File: src/hw/rtl/rbtd_pkg.sv
`default_nettype none

package rbtd_pkg;

  localparam int unsigned MAX_TASKS_DEF = 16;

  localparam int unsigned OPCODE_W   = 2;
  localparam int unsigned SLOT_W     = 4;
  localparam int unsigned RATE_W     = 10;
  localparam int unsigned BUDGET_W   = 20;
  localparam int unsigned ELAPSED_W  = 32;
  localparam int unsigned KIND_W     = 2;
  localparam int unsigned LOOPCNT_W  = 16;
  localparam int unsigned TICK_W     = 32;
  localparam int unsigned TASKCNT_W  = 5;
  localparam int unsigned CFG_IDX_W  = 2;
  localparam int unsigned CFG_DATA_W = 10;

  // Shared divider: 32-bit dividend, 10-bit divisor, up to 32 steps
  localparam int unsigned DVD_W   = 32;
  localparam int unsigned DSR_W   = 10;
  localparam int unsigned STEPS_W = 6;

  localparam logic [RATE_W-1:0] LOOP_RATE_RST = 10'd100;

  // Dividends are placed at the top of the dividend word, one step per bit
  localparam logic [DVD_W-1:0]   MS_PER_S_ALIGNED = 32'd1000 << 22;
  localparam logic [STEPS_W-1:0] MS_PER_S_STEPS   = 6'd10;
  localparam logic [DVD_W-1:0]   US_PER_S_ALIGNED = 32'd1000000 << 12;
  localparam logic [STEPS_W-1:0] US_PER_S_STEPS   = 6'd20;
  localparam int unsigned        RATE_SHIFT       = DVD_W - RATE_W;
  localparam logic [STEPS_W-1:0] RATE_STEPS       = 6'd10;
  localparam logic [STEPS_W-1:0] TICK_STEPS       = 6'd32;

  typedef enum logic [OPCODE_W-1:0] {
    OP_TICK = 2'd0,
    OP_LOOP = 2'd1,
    OP_DONE = 2'd2,
    OP_LOAD = 2'd3
  } op_e;

  typedef enum logic [KIND_W-1:0] {
    KIND_NONE      = 2'd0,
    KIND_LOOP_DUE  = 2'd1,
    KIND_DISPATCH  = 2'd2,
    KIND_SCAN_DONE = 2'd3
  } kind_e;

  typedef enum logic [CFG_IDX_W-1:0] {
    CFG_LOOP_RATE  = 2'd0,
    CFG_TASK_COUNT = 2'd1,
    CFG_SPARE2     = 2'd2,
    CFG_SPARE3     = 2'd3
  } cfg_idx_e;

  typedef struct packed {
    logic                start;
    logic [DVD_W-1:0]    dividend;
    logic [DSR_W-1:0]    divisor;
    logic [STEPS_W-1:0]  steps;
  } div_req_t;

  typedef struct packed {
    logic               done;
    logic [DVD_W-1:0]   quo;
    logic [DSR_W-1:0]   rem;
  } div_rsp_t;

  typedef struct packed {
    logic [RATE_W-1:0]    rate;
    logic [BUDGET_W-1:0]  budget;
    logic [LOOPCNT_W-1:0] last;
  } entry_t;

endpackage

`default_nettype wire

File: src/hw/rtl/rbtd_if.sv
`default_nettype none

interface rbtd_in_if;
  logic                            valid;
  logic                            ready;
  logic [rbtd_pkg::OPCODE_W-1:0]   opcode;
  logic [rbtd_pkg::SLOT_W-1:0]     task_slot;
  logic [rbtd_pkg::RATE_W-1:0]     task_rate_hz;
  logic [rbtd_pkg::BUDGET_W-1:0]   task_budget_us;
  logic [rbtd_pkg::ELAPSED_W-1:0]  elapsed_us;

  modport source (output valid, opcode, task_slot, task_rate_hz, task_budget_us, elapsed_us,
                  input ready);
  modport sink   (input valid, opcode, task_slot, task_rate_hz, task_budget_us, elapsed_us,
                  output ready);
endinterface

interface rbtd_out_if;
  logic                           valid;
  logic                           ready;
  logic [rbtd_pkg::KIND_W-1:0]    result_kind;
  logic [rbtd_pkg::SLOT_W-1:0]    dispatch_slot;
  logic [rbtd_pkg::BUDGET_W-1:0]  time_left_us;

  modport source (output valid, result_kind, dispatch_slot, time_left_us, input ready);
  modport sink   (input valid, result_kind, dispatch_slot, time_left_us, output ready);
endinterface

interface rbtd_cfg_if;
  logic                             valid;
  logic                             ready;
  logic [rbtd_pkg::CFG_IDX_W-1:0]   index;
  logic [rbtd_pkg::CFG_DATA_W-1:0]  data;

  modport source (output valid, index, data, input ready);
  modport sink   (input valid, index, data, output ready);
endinterface

`default_nettype wire

File: src/hw/rtl/rbtd_div.sv
`default_nettype none

module rbtd_div (
  input  wire logic               clk_i,
  input  wire logic               rst_ni,
  input  wire rbtd_pkg::div_req_t req_i,
  output rbtd_pkg::div_rsp_t      rsp_o
);

  logic                           busy_q, busy_d;
  logic                           done_q, done_d;
  logic [rbtd_pkg::STEPS_W-1:0]   cnt_q, cnt_d;
  logic [rbtd_pkg::DVD_W-1:0]     dvd_q, dvd_d;
  logic [rbtd_pkg::DSR_W-1:0]     rem_q, rem_d;
  logic [rbtd_pkg::DSR_W-1:0]     dsr_q, dsr_d;
  logic [rbtd_pkg::DSR_W:0]       trial;
  logic                           fits;

  // One restoring step: remainder stays below the divisor, so 10 bits hold it
  assign trial = {rem_q, dvd_q[rbtd_pkg::DVD_W-1]};
  assign fits  = trial >= {1'b0, dsr_q};

  always_comb begin
    busy_d = busy_q;
    done_d = 1'b0;
    cnt_d  = cnt_q;
    dvd_d  = dvd_q;
    rem_d  = rem_q;
    dsr_d  = dsr_q;
    if (req_i.start) begin
      busy_d = 1'b1;
      cnt_d  = req_i.steps;
      dvd_d  = req_i.dividend;
      rem_d  = '0;
      dsr_d  = req_i.divisor;
    end else if (busy_q) begin
      rem_d = fits ? rbtd_pkg::DSR_W'(trial - {1'b0, dsr_q}) : trial[rbtd_pkg::DSR_W-1:0];
      dvd_d = {dvd_q[rbtd_pkg::DVD_W-2:0], fits};
      cnt_d = cnt_q - 1'b1;
      if (cnt_q == rbtd_pkg::STEPS_W'(1)) begin
        busy_d = 1'b0;
        done_d = 1'b1;
      end
    end
  end

  always_ff @(posedge clk_i or negedge rst_ni) begin
    if (!rst_ni) begin
      busy_q <= 1'b0;
      done_q <= 1'b0;
      cnt_q  <= '0;
    end else begin
      busy_q <= busy_d;
      done_q <= done_d;
      cnt_q  <= cnt_d;
    end
  end

  always_ff @(posedge clk_i) begin
    dvd_q <= dvd_d;
    rem_q <= rem_d;
    dsr_q <= dsr_d;
  end

  assign rsp_o.done = done_q;
  assign rsp_o.quo  = dvd_q;
  assign rsp_o.rem  = rem_q;

endmodule

`default_nettype wire

File: src/hw/rtl/rbtd_table.sv
`default_nettype none

module rbtd_table #(
  parameter int unsigned DEPTH = rbtd_pkg::MAX_TASKS_DEF,
  parameter int unsigned IDX_W = (DEPTH > 1) ? $clog2(DEPTH) : 1
) (
  input  wire logic                            clk_i,
  input  wire logic                            rst_ni,
  input  wire logic                            rd_en_i,
  input  wire logic [IDX_W-1:0]                rd_addr_i,
  input  wire logic                            ld_en_i,
  input  wire logic [IDX_W-1:0]                ld_addr_i,
  input  wire logic [rbtd_pkg::RATE_W-1:0]     ld_rate_i,
  input  wire logic [rbtd_pkg::BUDGET_W-1:0]   ld_budget_i,
  input  wire logic                            run_en_i,
  input  wire logic [IDX_W-1:0]                run_addr_i,
  input  wire logic [rbtd_pkg::LOOPCNT_W-1:0]  run_loop_i,
  output rbtd_pkg::entry_t                     entry_o
);

  logic [rbtd_pkg::RATE_W+rbtd_pkg::BUDGET_W-1:0] cfg_mem [DEPTH];
  logic [rbtd_pkg::LOOPCNT_W-1:0]                 last_mem [DEPTH];
  logic [DEPTH-1:0]                               last_vld_q;

  logic [rbtd_pkg::RATE_W+rbtd_pkg::BUDGET_W-1:0] cfg_rd_q;
  logic [rbtd_pkg::LOOPCNT_W-1:0]                 last_rd_q;
  logic                                           last_vld_rd_q;

  always_ff @(posedge clk_i) begin
    if (ld_en_i) begin
      cfg_mem[ld_addr_i] <= {ld_rate_i, ld_budget_i};
    end
    if (run_en_i) begin
      last_mem[run_addr_i] <= run_loop_i;
    end
    if (rd_en_i) begin
      cfg_rd_q  <= cfg_mem[rd_addr_i];
      last_rd_q <= last_mem[rd_addr_i];
    end
  end

  // Last-run loop resets to zero: an entry never run reads as zero
  always_ff @(posedge clk_i or negedge rst_ni) begin
    if (!rst_ni) begin
      last_vld_q    <= '0;
      last_vld_rd_q <= 1'b0;
    end else begin
      if (run_en_i) begin
        last_vld_q[run_addr_i] <= 1'b1;
      end
      if (rd_en_i) begin
        last_vld_rd_q <= last_vld_q[rd_addr_i];
      end
    end
  end

  assign entry_o.rate   = cfg_rd_q[rbtd_pkg::RATE_W+rbtd_pkg::BUDGET_W-1:rbtd_pkg::BUDGET_W];
  assign entry_o.budget = cfg_rd_q[rbtd_pkg::BUDGET_W-1:0];
  assign entry_o.last   = last_vld_rd_q ? last_rd_q : '0;

endmodule

`default_nettype wire

File: src/hw/rtl/rate_based_task_dispatcher.sv
`default_nettype none

// Channel   Port   Dir  Payload
// input     in_i   in   opcode, task_slot, task_rate_hz, task_budget_us, elapsed_us
// result    out_o  out  result_kind, dispatch_slot, time_left_us
// config    cfg_i  in   index (0 loop_rate_hz, 1 task_count), data
//
// One item at a time; one shared 1-bit-per-cycle divider sets the latency.
// Load writes the addressed table entry. Tick runs a 10-step and a 32-step division.
// Loop start runs one division for the loop period, then one 10-step division
// per table entry examined; task finished runs one such division per entry examined.
// Reset clears counters, flags and last-run marks at once; no clearing pass.
// A finished result waits in the output register; the next item is accepted
// meanwhile and only its own result stalls behind an unaccepted one.

module rate_based_task_dispatcher #(
  parameter int unsigned MAX_TASKS = rbtd_pkg::MAX_TASKS_DEF
) (
  input  wire logic  clk_i,
  input  wire logic  rst_ni,
  rbtd_in_if.sink    in_i,
  rbtd_out_if.source out_o,
  rbtd_cfg_if.sink   cfg_i
);

  localparam int unsigned IDX_W = (MAX_TASKS > 1) ? $clog2(MAX_TASKS) : 1;
  localparam int unsigned CNT_W = $clog2(MAX_TASKS + 1);

  typedef enum logic [7:0] {
    S_IDLE       = 8'b0000_0001,
    S_TICK_PER   = 8'b0000_0010,
    S_TICK_MOD   = 8'b0000_0100,
    S_LOOP_DIV   = 8'b0000_1000,
    S_SCAN_CHECK = 8'b0001_0000,
    S_SCAN_READ  = 8'b0010_0000,
    S_SCAN_DIV   = 8'b0100_0000,
    S_EMIT       = 8'b1000_0000
  } state_e;

  state_e state_q, state_d;

  logic [rbtd_pkg::RATE_W-1:0]     loop_rate_q, loop_rate_d;
  logic [rbtd_pkg::TASKCNT_W-1:0]  task_cnt_q, task_cnt_d;
  logic [rbtd_pkg::TICK_W-1:0]     tick_q, tick_d;
  logic [rbtd_pkg::LOOPCNT_W-1:0]  loop_cnt_q, loop_cnt_d;
  logic                            pend_q, pend_d;
  logic                            await_q, await_d;
  logic [CNT_W-1:0]                pos_q, pos_d;
  logic [rbtd_pkg::BUDGET_W-1:0]   budget_q, budget_d;
  logic [rbtd_pkg::ELAPSED_W-1:0]  elapsed_q, elapsed_d;

  rbtd_pkg::kind_e                 res_kind_q, res_kind_d;
  logic [rbtd_pkg::SLOT_W-1:0]     res_slot_q, res_slot_d;
  logic [rbtd_pkg::BUDGET_W-1:0]   res_left_q, res_left_d;

  logic                            out_valid_q, out_valid_d;
  rbtd_pkg::kind_e                 out_kind_q, out_kind_d;
  logic [rbtd_pkg::SLOT_W-1:0]     out_slot_q, out_slot_d;
  logic [rbtd_pkg::BUDGET_W-1:0]   out_left_q, out_left_d;

  rbtd_pkg::div_req_t              div_req;
  rbtd_pkg::div_rsp_t              div_rsp;
  rbtd_pkg::entry_t                entry;

  logic                            rd_en;
  logic                            ld_en;
  logic                            run_en;

  logic                            in_acc;
  logic [rbtd_pkg::RATE_W-1:0]     eff_rate;
  logic [rbtd_pkg::RATE_W-1:0]     task_rate;
  logic [rbtd_pkg::RATE_W-1:0]     quo_min1;
  logic [rbtd_pkg::BUDGET_W-1:0]   period_us;
  logic [rbtd_pkg::LOOPCNT_W-1:0]  since_run;
  logic [CNT_W-1:0]                limit;
  rbtd_pkg::op_e                   op;

  assign in_i.ready  = (state_q == S_IDLE);
  assign in_acc      = in_i.valid && in_i.ready;
  assign cfg_i.ready = 1'b1;
  assign op          = rbtd_pkg::op_e'(in_i.opcode);

  assign eff_rate  = (loop_rate_q == '0) ? rbtd_pkg::RATE_W'(1) : loop_rate_q;
  assign task_rate = (entry.rate == '0) ? rbtd_pkg::RATE_W'(1) : entry.rate;
  assign quo_min1  = (div_rsp.quo[rbtd_pkg::RATE_W-1:0] == '0) ? rbtd_pkg::RATE_W'(1)
                                                            : div_rsp.quo[rbtd_pkg::RATE_W-1:0];
  assign period_us = div_rsp.quo[rbtd_pkg::BUDGET_W-1:0];
  assign since_run = loop_cnt_q - entry.last;
  assign limit     = (32'(task_cnt_q) > MAX_TASKS) ? CNT_W'(MAX_TASKS) : CNT_W'(task_cnt_q);

  // Configuration registers
  always_comb begin
    loop_rate_d = loop_rate_q;
    task_cnt_d  = task_cnt_q;
    if (cfg_i.valid && cfg_i.ready) begin
      case (rbtd_pkg::cfg_idx_e'(cfg_i.index))
        rbtd_pkg::CFG_LOOP_RATE:  loop_rate_d = cfg_i.data[rbtd_pkg::RATE_W-1:0];
        rbtd_pkg::CFG_TASK_COUNT: task_cnt_d  = cfg_i.data[rbtd_pkg::TASKCNT_W-1:0];
        default: ;
      endcase
    end
  end

  always_comb begin
    state_d    = state_q;
    tick_d     = tick_q;
    loop_cnt_d = loop_cnt_q;
    pend_d     = pend_q;
    await_d    = await_q;
    pos_d      = pos_q;
    budget_d   = budget_q;
    elapsed_d  = elapsed_q;
    res_kind_d = res_kind_q;
    res_slot_d = res_slot_q;
    res_left_d = res_left_q;

    out_valid_d = out_valid_q;
    out_kind_d  = out_kind_q;
    out_slot_d  = out_slot_q;
    out_left_d  = out_left_q;
    if (out_o.valid && out_o.ready) begin
      out_valid_d = 1'b0;
    end

    div_req = '0;
    rd_en   = 1'b0;
    ld_en   = 1'b0;
    run_en  = 1'b0;

    case (state_q)
      S_IDLE: begin
        if (in_acc) begin
          elapsed_d  = in_i.elapsed_us;
          res_kind_d = rbtd_pkg::KIND_NONE;
          res_slot_d = '0;
          res_left_d = '0;
          state_d    = S_EMIT;
          case (op)
            rbtd_pkg::OP_TICK: begin
              div_req.start    = 1'b1;
              div_req.dividend = rbtd_pkg::MS_PER_S_ALIGNED;
              div_req.divisor  = eff_rate;
              div_req.steps    = rbtd_pkg::MS_PER_S_STEPS;
              state_d          = S_TICK_PER;
            end
            rbtd_pkg::OP_LOOP: begin
              if (pend_q && !await_q) begin
                pend_d           = 1'b0;
                loop_cnt_d       = loop_cnt_q + 1'b1;
                div_req.start    = 1'b1;
                div_req.dividend = rbtd_pkg::US_PER_S_ALIGNED;
                div_req.divisor  = eff_rate;
                div_req.steps    = rbtd_pkg::US_PER_S_STEPS;
                state_d          = S_LOOP_DIV;
              end
            end
            rbtd_pkg::OP_DONE: begin
              if (await_q) begin
                await_d = 1'b0;
                if (in_i.elapsed_us >= 32'(budget_q)) begin
                  // Overrun: end the scan and flag the next loop
                  budget_d   = '0;
                  pend_d     = 1'b1;
                  res_kind_d = rbtd_pkg::KIND_LOOP_DUE;
                end else begin
                  budget_d = budget_q - in_i.elapsed_us[rbtd_pkg::BUDGET_W-1:0];
                  state_d  = S_SCAN_CHECK;
                end
              end
            end
            rbtd_pkg::OP_LOAD: begin
              ld_en = (32'(in_i.task_slot) < MAX_TASKS);
            end
            default: ;
          endcase
        end
      end

      S_TICK_PER: begin
        if (div_rsp.done) begin
          div_req.start    = 1'b1;
          div_req.dividend = tick_q;
          div_req.divisor  = quo_min1;
          div_req.steps    = rbtd_pkg::TICK_STEPS;
          state_d          = S_TICK_MOD;
        end
      end

      S_TICK_MOD: begin
        if (div_rsp.done) begin
          tick_d = tick_q + 1'b1;
          if (div_rsp.rem == '0) begin
            pend_d     = 1'b1;
            res_kind_d = rbtd_pkg::KIND_LOOP_DUE;
          end
          state_d = S_EMIT;
        end
      end

      S_LOOP_DIV: begin
        if (div_rsp.done) begin
          budget_d = (32'(period_us) > elapsed_q)
                     ? period_us - elapsed_q[rbtd_pkg::BUDGET_W-1:0] : '0;
          pos_d    = '0;
          state_d  = S_SCAN_CHECK;
        end
      end

      S_SCAN_CHECK: begin
        if (pos_q >= limit) begin
          pos_d      = limit;
          res_kind_d = rbtd_pkg::KIND_SCAN_DONE;
          res_slot_d = '0;
          res_left_d = budget_q;
          state_d    = S_EMIT;
        end else begin
          rd_en   = 1'b1;
          state_d = S_SCAN_READ;
        end
      end

      S_SCAN_READ: begin
        div_req.start    = 1'b1;
        div_req.dividend = {eff_rate, (rbtd_pkg::RATE_SHIFT)'(0)};
        div_req.divisor  = task_rate;
        div_req.steps    = rbtd_pkg::RATE_STEPS;
        state_d          = S_SCAN_DIV;
      end

      S_SCAN_DIV: begin
        if (div_rsp.done) begin
          if (since_run >= rbtd_pkg::LOOPCNT_W'(quo_min1) && entry.budget <= budget_q) begin
            run_en     = 1'b1;
            await_d    = 1'b1;
            pos_d      = CNT_W'(pos_q + 1'b1);
            res_kind_d = rbtd_pkg::KIND_DISPATCH;
            res_slot_d = rbtd_pkg::SLOT_W'(pos_q);
            res_left_d = budget_q;
            state_d    = S_EMIT;
          end else begin
            pos_d   = CNT_W'(pos_q + 1'b1);
            state_d = S_SCAN_CHECK;
          end
        end
      end

      S_EMIT: begin
        // Hold until the output register is free
        if (!out_valid_q || out_o.ready) begin
          out_valid_d = 1'b1;
          out_kind_d  = res_kind_q;
          out_slot_d  = res_slot_q;
          out_left_d  = res_left_q;
          state_d     = S_IDLE;
        end
      end

      default: state_d = S_IDLE;
    endcase
  end

  always_ff @(posedge clk_i or negedge rst_ni) begin
    if (!rst_ni) begin
      state_q     <= S_IDLE;
      loop_rate_q <= rbtd_pkg::LOOP_RATE_RST;
      task_cnt_q  <= '0;
      tick_q      <= '0;
      loop_cnt_q  <= '0;
      pend_q      <= 1'b0;
      await_q     <= 1'b0;
      pos_q       <= '0;
      budget_q    <= '0;
      out_valid_q <= 1'b0;
    end else begin
      state_q     <= state_d;
      loop_rate_q <= loop_rate_d;
      task_cnt_q  <= task_cnt_d;
      tick_q      <= tick_d;
      loop_cnt_q  <= loop_cnt_d;
      pend_q      <= pend_d;
      await_q     <= await_d;
      pos_q       <= pos_d;
      budget_q    <= budget_d;
      out_valid_q <= out_valid_d;
    end
  end

  always_ff @(posedge clk_i) begin
    elapsed_q  <= elapsed_d;
    res_kind_q <= res_kind_d;
    res_slot_q <= res_slot_d;
    res_left_q <= res_left_d;
    out_kind_q <= out_kind_d;
    out_slot_q <= out_slot_d;
    out_left_q <= out_left_d;
  end

  assign out_o.valid         = out_valid_q;
  assign out_o.result_kind   = out_kind_q;
  assign out_o.dispatch_slot = out_slot_q;
  assign out_o.time_left_us  = out_left_q;

  rbtd_div u_div (
    .clk_i  (clk_i),
    .rst_ni (rst_ni),
    .req_i  (div_req),
    .rsp_o  (div_rsp)
  );

  rbtd_table #(
    .DEPTH (MAX_TASKS),
    .IDX_W (IDX_W)
  ) u_table (
    .clk_i       (clk_i),
    .rst_ni      (rst_ni),
    .rd_en_i     (rd_en),
    .rd_addr_i   (pos_q[IDX_W-1:0]),
    .ld_en_i     (ld_en),
    .ld_addr_i   (IDX_W'(in_i.task_slot)),
    .ld_rate_i   (in_i.task_rate_hz),
    .ld_budget_i (in_i.task_budget_us),
    .run_en_i    (run_en),
    .run_addr_i  (pos_q[IDX_W-1:0]),
    .run_loop_i  (loop_cnt_q),
    .entry_o     (entry)
  );

endmodule

`default_nettype wire
File: src/flat_wrapper.sv
// flat-port wrapper written by rule: the top's interface ports become plain ports
module rate_based_task_dispatcher_flat 
#(
  parameter int unsigned MAX_TASKS = rbtd_pkg::MAX_TASKS_DEF
)
  (clk_i, rst_ni, in_i_valid, in_i_opcode, in_i_task_slot, in_i_task_rate_hz, in_i_task_budget_us, in_i_elapsed_us, in_i_ready, out_o_valid, out_o_result_kind, out_o_dispatch_slot, out_o_time_left_us, out_o_ready, cfg_i_valid, cfg_i_index, cfg_i_data, cfg_i_ready);
  rbtd_in_if in_i_i ();
  rbtd_out_if out_o_i ();
  rbtd_cfg_if cfg_i_i ();
  input  wire logic clk_i;
  input  wire logic rst_ni;
  input wire logic [$bits(in_i_i.valid)-1:0] in_i_valid;
  input wire logic [$bits(in_i_i.opcode)-1:0] in_i_opcode;
  input wire logic [$bits(in_i_i.task_slot)-1:0] in_i_task_slot;
  input wire logic [$bits(in_i_i.task_rate_hz)-1:0] in_i_task_rate_hz;
  input wire logic [$bits(in_i_i.task_budget_us)-1:0] in_i_task_budget_us;
  input wire logic [$bits(in_i_i.elapsed_us)-1:0] in_i_elapsed_us;
  output wire logic [$bits(in_i_i.ready)-1:0] in_i_ready;
  output wire logic [$bits(out_o_i.valid)-1:0] out_o_valid;
  output wire logic [$bits(out_o_i.result_kind)-1:0] out_o_result_kind;
  output wire logic [$bits(out_o_i.dispatch_slot)-1:0] out_o_dispatch_slot;
  output wire logic [$bits(out_o_i.time_left_us)-1:0] out_o_time_left_us;
  input wire logic [$bits(out_o_i.ready)-1:0] out_o_ready;
  input wire logic [$bits(cfg_i_i.valid)-1:0] cfg_i_valid;
  input wire logic [$bits(cfg_i_i.index)-1:0] cfg_i_index;
  input wire logic [$bits(cfg_i_i.data)-1:0] cfg_i_data;
  output wire logic [$bits(cfg_i_i.ready)-1:0] cfg_i_ready;
  assign in_i_i.valid = in_i_valid;
  assign in_i_i.opcode = in_i_opcode;
  assign in_i_i.task_slot = in_i_task_slot;
  assign in_i_i.task_rate_hz = in_i_task_rate_hz;
  assign in_i_i.task_budget_us = in_i_task_budget_us;
  assign in_i_i.elapsed_us = in_i_elapsed_us;
  assign in_i_ready = in_i_i.ready;
  assign out_o_valid = out_o_i.valid;
  assign out_o_result_kind = out_o_i.result_kind;
  assign out_o_dispatch_slot = out_o_i.dispatch_slot;
  assign out_o_time_left_us = out_o_i.time_left_us;
  assign out_o_i.ready = out_o_ready;
  assign cfg_i_i.valid = cfg_i_valid;
  assign cfg_i_i.index = cfg_i_index;
  assign cfg_i_i.data = cfg_i_data;
  assign cfg_i_ready = cfg_i_i.ready;
  rate_based_task_dispatcher #(.MAX_TASKS(MAX_TASKS)) u_core (.clk_i(clk_i), .rst_ni(rst_ni), .in_i(in_i_i), .out_o(out_o_i), .cfg_i(cfg_i_i));
endmodule
File: config.mk
export PLATFORM = sky130hd
export DESIGN_NAME = rate_based_task_dispatcher_flat
export DESIGN_NICKNAME = d
export VERILOG_FILES = /design/src/hw/rtl/rbtd_pkg.sv /design/src/hw/rtl/rbtd_if.sv /design/src/hw/rtl/rbtd_div.sv /design/src/hw/rtl/rbtd_table.sv /design/src/hw/rtl/rate_based_task_dispatcher.sv /design/src/flat_wrapper.sv
export SDC_FILE = /design/constraint.sdc
export NUM_CORES = 1
export LEC_CHECK = 0
export BUFFER_PORTS_ARGS = -buffer_cell sky130_fd_sc_hd__buf_4
export CAP_MARGIN = 20
export CORE_MARGIN = 3
export CORE_UTILIZATION = 50
export DETAILED_ROUTE_END_ITERATION = 7
export PLACE_DENSITY_LB_ADDON = 0.15
export SETUP_SLACK_MARGIN = 0.15
export SYNTH_ARGS = -nofsm -noshare
export SYNTH_HDL_FRONTEND = slang
export SYNTH_SLANG_ARGS = --single-unit
File: constraint.sdc
create_clock -name clk_i -period 12.8 [get_ports clk_i]
set_input_delay 1.28 -clock clk_i [delete_from_list [all_inputs] [get_ports clk_i]]
set_output_delay 1.28 -clock clk_i [all_outputs]
set_load 0.03 [all_outputs]
## After elaboration in Yosys (flattened, before gate mapping)

Memory sizes are Yosys's and may differ from the RTL's. A register that Yosys moved wholly into a read port is not among the register bits.
Index checks and enable logic that the tools add are counted.

- Register bits after elaboration: 260
- Memory bits (writable): 736
- Memories: 2

Memory list:

| name | words | bits a word | rd ports | clocked after memory_dff | wr ports | line | source |
|---|---|---|---|---|---|---|---|
| u_core.u_table.cfg_mem | 16 | 30 | 1 | 1 | 1 | rbtd_table.sv:21 | `logic [rbtd_pkg::RATE_W+rbtd_pkg::BUDGET_W-1:0] cfg_mem [DEPTH];` |
| u_core.u_table.last_mem | 16 | 16 | 1 | 1 | 1 | rbtd_table.sv:22 | `logic [rbtd_pkg::LOOPCNT_W-1:0] last_mem [DEPTH];` |

- Add/subtract/negate cells: 8
- $lt $le $gt $ge: 9
- Equal/unequal tests: 28
- Mux-type cells: 97
- Bitwise operators: 1
- Reductions and logical operators: 34

Operators with widths:

| kind | count |
|---|---|
| 2-to-1 mux 20 bit | 10 |
| 2-to-1 mux 49 bit | 3 |
| one-hot mux 49 bit (3 select lines) | 1 |
| one-hot mux 49 bit (2 select lines) | 1 |
| 2-to-1 mux 8 bit | 11 |
| 2-to-1 mux 32 bit | 2 |
| one-hot mux 8 bit (8 select lines) | 1 |
| one-hot mux 20 bit (3 select lines) | 1 |
| zero test 10 bit | 4 |
| 2-to-1 mux 10 bit | 4 |
| one-hot mux 20 bit (2 select lines) | 1 |
| subtractor 20 bit | 2 |
| 2-to-1 mux 1 bit | 34 |
| adder 32 x 1 -> 32 bit, second input constant | 1 |
| greater-or-equal comparator 32 x 20 -> 1 bit | 1 |
| > comparator 20 x 32 -> 1 bit | 1 |
| one-hot mux 8 bit (3 select lines) | 1 |
| <= comparator 20 bit | 1 |
| 2-to-1 mux 5 bit | 4 |
| adder 16 x 1 -> 16 bit, second input constant | 1 |
| greater-or-equal comparator 16 x 10 -> 1 bit | 1 |
| 2-to-1 mux 16 bit | 1 |
| 2-to-1 mux 2 bit | 8 |
| 2-to-1 mux 4 bit | 4 |
| 44 further kinds | 78 |

## Longest topological paths before layout

- Word-level depth: 9
- Gate-level depth with buffers: 19
- Gate-level depth less buffers: 18

## Hierarchy

From an unflattened synthesis, not the netlist that was laid out.

- Cell total of the unflattened synthesis: 2,624
- Area, all modules: 44,805.5 um^2

By module, submodules not included:

| module | times used | cells each | area each (um^2) | sequential area each (um^2) |
|---|---|---|---|---|
| rbtd_table | 1 | 1,168 | 29,997.5 | 23,907.9 |
| rate_based_task_dispatcher | 1 | 1,207 | 11,767.5 | 5,004.8 |
| rbtd_div | 1 | 249 | 3,040.4 | 1,661.6 |

## Worst setup path before layout

OpenSTA, ideal clock, no wires.

- Path type: register to register
- Start point: register u_core.pos_q[0]
- End point: register u_core.res_left_q[0] (netlist name) (enable)
- Arrival time: 5.900 ns
- Data required time: 12.224 ns
- Path slack: 6.324 ns
- Cell stages (with the launch flop): 12
- Cells stage by stage: dfrtp_1 > buf_2 > buf_1 > buf_1 > inv_1 > ha_1 > nand2b_1 > a21o_1 > a21oi_1 > o21ai_0 > nor2_1 > nor4_1

- Word-level cells in the longest chain between the ends: 3

Ends and longest elaborated chain:

| what | line | source |
|---|---|---|
| start, declared | rate_based_task_dispatcher.sv:48 | `logic [CNT_W-1:0] pos_q, pos_d;` |
| start signal, assigned | rate_based_task_dispatcher.sv:282 | `pos_q <= pos_d;` |
| greater-or-equal comparator 5 bit | rate_based_task_dispatcher.sv:210 | `if (pos_q >= limit) begin` |
| != test 2 x 1 -> 1 bit (no source line) | - |  |
| AND reduction 5 bit (no source line) | - |  |
| end signal, assigned | rate_based_task_dispatcher.sv:292 | `res_left_q <= res_left_d;` |
| end, declared | rate_based_task_dispatcher.sv:54 | `logic [rbtd_pkg::BUDGET_W-1:0] res_left_q, res_left_d;` |

Every way passes these cells.
A chain may end at the register's enable or synchronous reset.

## Final worst setup path

- Start point: register u_core.loop_cnt_q[0] (netlist name)
- End point: memory u_core.u_table.last_mem[9][8] (netlist name) (enable)

- Word-level cells in the longest chain between the ends: 8

Ends and longest elaborated chain:

| what | line | source |
|---|---|---|
| start, declared | rate_based_task_dispatcher.sv:45 | `logic [rbtd_pkg::LOOPCNT_W-1:0] loop_cnt_q, loop_cnt_d;` |
| start signal, assigned | rate_based_task_dispatcher.sv:279 | `loop_cnt_q <= loop_cnt_d;` |
| subtractor 16 bit | rate_based_task_dispatcher.sv:88 | `assign since_run = loop_cnt_q - entry.last;` |
| greater-or-equal comparator 16 x 10 -> 1 bit | rate_based_task_dispatcher.sv:232 | `if (since_run >= rbtd_pkg::LOOPCNT_W'(quo_min1) && entry.budget <= budget_q) begin` |
| logical AND 1 bit | rate_based_task_dispatcher.sv:232 |  |
| 2-to-1 mux 1 bit | rate_based_task_dispatcher.sv:232 |  |
| 2-to-1 mux 1 bit | rate_based_task_dispatcher.sv:231 | `if (div_rsp.done) begin` |
| 2-to-1 mux 1 bit | rate_based_task_dispatcher.sv:130 | `case (state_q)` |
| 2-to-1 mux 1 bit | rbtd_table.sv:33 | `if (run_en_i) begin` |
| 2-to-1 mux 1 bit (not written as such) | rbtd_table.sv:34 | `last_mem[run_addr_i] <= run_loop_i;` |
| end, declared | rbtd_table.sv:22 |  |

Every way passes these cells.

==> flow_summary.ini <==
[logic_synthesis]
syn_avg_cell_area_sq_um = 16.9
synthArstFlopShare_pct = 11.9
yosysSeqAreaShare_pct = 68.8
ys.warnings.count = 0
syn-cell-area_sq_mm = 0.0444
syn_nets = 2850
synth_cells = 2627
synth_seq_cells = 1042
ys_top_cells_by_area = edfxtp_1 61%, mux4_2 12%, dfrtp_1 6.8%, ha_1 3.8%, a21oi_1 1.4%
ys_types = 74
synth-edff-count = 908
yosys_most_used_dff = edfxtp_1
netlist.area_leader.share_pct = 61.3
synth_top_area_cell = edfxtp_1

[cts]
cts-resized-gates = 0
cts_root_buf = clkbuf_16
hold_buffers = 0
cts_made_buffers = 107
clockBufferDepth = 3
cts_setup_buffers = 0
cts_tree = yes
htreeDepth = 3
clock_latency_ps = 710
clock-sinks = 1042
clkTransAtPathRegs_ps = 60

[global_routing]
grtUsageTotal_pct = 22.9
antenna_found_initial = 11
grt_pass1_wl_um = 160000
grt_overflow = 0
grt_max_degree = 81
grt_use_met3_pct = 4.30
grt_util_met2_pct = 36.0
first_global_vias = 25048
grt_busiest_layer = met2
grt.met1_usage_pct = 33.6

[routing]
drc = 0
firstDrtPassIters = 6
ant_nets = 0
vias_per_cell = 6.06
wire_per_inst_um = 26.3
route.vias.total = 24511
drt_iter0_markers = 2553
wirelength_um = 106000

[placement]
dp_cells = 3842
routabilityCongestion = 0.912
portBuffers = 112
place_ws_ps = 7490
dp_hpwl_um = 66100

[setup_path]
crit_end = u_core.u_table.last_mem[9][8]
start_kind = flop
reg2reg_depth = 17
path_delay_family = compound AO/OA/AOI/OAI gates
crit_start = u_core.loop_cnt_q[0]
worstReg2RegStart = u_core.loop_cnt_q[0]
arrival_ps = 5710
crit_chain = inv_1 > ha_1 > inv_1 > fa_1 > a211oi_1 > o21bai_1 > a21oi_1 > xnor2_1 > ha_1 > o211a_1 > a2111oi_0 > o21ai_0 > a211oi_1 > nand4_1 > o2111ai_2 > nor3b_2 > and2_1
cp.required_ps = 13120
crit_buf_inv = 2
cpMaxStageDelayCell = dfrtp_1
path_class = flop to flop
critPathMaxStageDelay_ps = 640
endpoint_kind = flop
path_depth = 17
r2r_end = u_core.u_table.last_mem[9][8]
cp_max_fo = 19
rrSetupSlack_ps = 7410

[layout]
multi_input_area_sq_mm = 0.0132
final_common_cell = edfxtp_1
fill_cells = 6522
final_cells = 4042
area_growth_pct = 13.5
seqCellArea_sq_mm = 0.0306
drive_above_1_share_pct = 21.3
final_cell_mix = 908 x edfxtp_1, 235 x mux4_2, 160 x buf_4, 136 x nand2_1, 134 x ha_1
nets = 3020

[sta]
setup_viol = 0
min_period_over_period_pct = 42.1
rsz0062_at_grt = no
skew_ps = 38.0
timing.final.ws_setup_ps = 7410
slew_headroom_pct = 28.6
fin_crit_ps = 5390
hold_viol_final = 0
slew_viol_final = 0
tightest_slew_ps = 1070
fmaxAchievable_ghz = 0.185
tns_ps = 0

[run]
cap_violations = 0

[floorplan]
core_sq_mm = 0.0874
ios = 114
initial_core_util_pct = 50.8
die_w_um = 304
std_cell_rows = 108
die_y_um = 304
die-area_sq_mm = 0.0925

[power_and_ir_drop]
netSwitchingFraction_pct = 29.7
pwr-share-comb_pct = 25.0
power_density_mw_per_mm2 = 196
switchingPower_mw = 2.94
clockPowerShare_pct = 31.7
p_leak_nw = 17.6
p_seq_share_pct = 43.4
p_int_mw = 6.95
vdd_ir_drop_max_uv = 136

[hold_path]
min_from = u_core.res_left_q[19]
holdCritPathClass = flop to flop

[outcome]
status = finished clean
## kinds of logic (layout without fill, tap and decap cells)
logic type,count (synthesis),count (layout),synth area share (%)
buffers and inverters,221,476,1.90
adder cells (fa/ha/maj),138,138,3.95
AND/OR/NAND/NOR,480,480,5.39
flip-flops,1042,1042,68.8
other,1,6,0.00844
XOR/XNOR,96,96,1.89
multiplexers,255,255,12.4
AO/OA/AOI/OAI,394,394,5.67
## layout make-up
| type | instances | area share [%] |
|---|---|---|
| Sequential cell | 1042 | 60.6 |
| Multi-Input combinational cell | 1364 | 26.1 |
| Clock buffer | 135 | 5.54 |
| Tap cell | 1155 | 2.86 |
| Timing Repair Buffer | 163 | 2.44 |
| Clock inverter | 59 | 1.49 |
| Inverter | 119 | 0.885 |
| Antenna cell | 5 | 0.0248 |
## routing by layer
layer | up-vias | wire length (um)
met1 | 12828 | 46200
met5 | - | 63
met2 | 815 | 50400
met4 | 10 | 2330
li1 | 10700 | -
met3 | 158 | 7250
## through the flow
stage	utilization [%]	power (mW)	hold WS, ps	area [sq um]
floorplan	-	6.03	400	44400
global placement	53.6	6.76	417	46900
detailed placement	53.6	6.81	407	46900
CTS	57.7	9.95	421	50400
global route	57.7	10.4	427	50400
finish	57.7	9.88	420	50400
## state kept, by name (all words and copies together) (netlist names), 2 cells and up
register / cells
u_core.u_table.cfg_mem: 480
u_core.u_table.last_mem: 256
u_core.elapsed_q: 32
u_core.tick_q: 32
u_core.u_div.dvd_q: 32
u_core.u_table.cfg_rd_q: 30
u_core.budget_q: 20
u_core.out_o.time_left_us: 20
u_core.res_left_q: 20
u_core.loop_cnt_q: 16
u_core.u_table.last_rd_q: 16
u_core.u_table.last_vld_q: 16
u_core.loop_rate_q: 10
u_core.u_div.dsr_q: 10
u_core.u_div.rem_q: 10
u_core.state_q: 8
u_core.u_div.cnt_q: 6
u_core.pos_q: 5
u_core.task_cnt_q: 5
u_core.out_o.dispatch_slot: 4
u_core.res_slot_q: 4
u_core.out_o.result_kind: 2
u_core.res_kind_q: 2
## power by group through the flow
| stage | clock network (mW) | registers [mW] | logic, mW |
|---|---|---|---|
| final | 3.13 | 4.29 | 2.47 |
| after global routing | 3.33 | 4.31 | 2.71 |
| after CTS | 3.19 | 4.29 | 2.48 |
| after detailed placement | 0 | 4.35 | 2.46 |
| after global placement | 0 | 4.34 | 2.41 |
| after floorplan | 0 | 4.24 | 1.79 |
## worst min-delay path by stage
stage | cells after the start | to
final | 0 | u_core.out_o.time_left_us[19]
after global routing | 0 | u_core.out_o.time_left_us[19]
after CTS | 0 | u_core.out_o.time_left_us[19]
after detailed placement | 0 | u_core.out_o.time_left_us[19]
after global placement | 0 | u_core.out_o.time_left_us[11]
after floorplan | 0 | u_core.out_o.dispatch_slot[0]
## cells in the mapped netlist, drive strengths merged, types with 32 or more instances
master / count
xor2: 38
a21oi: 120
o21ai: 83
buf: 37
ha: 134
inv: 119
nand2: 136
nor2: 116
xnor2: 58
dfrtp: 120
a21o: 32
nor3: 37
edfxtp: 908
mux4: 235
clkbuf: 65
Note: power is estimated with default switching activity, not from simulation.
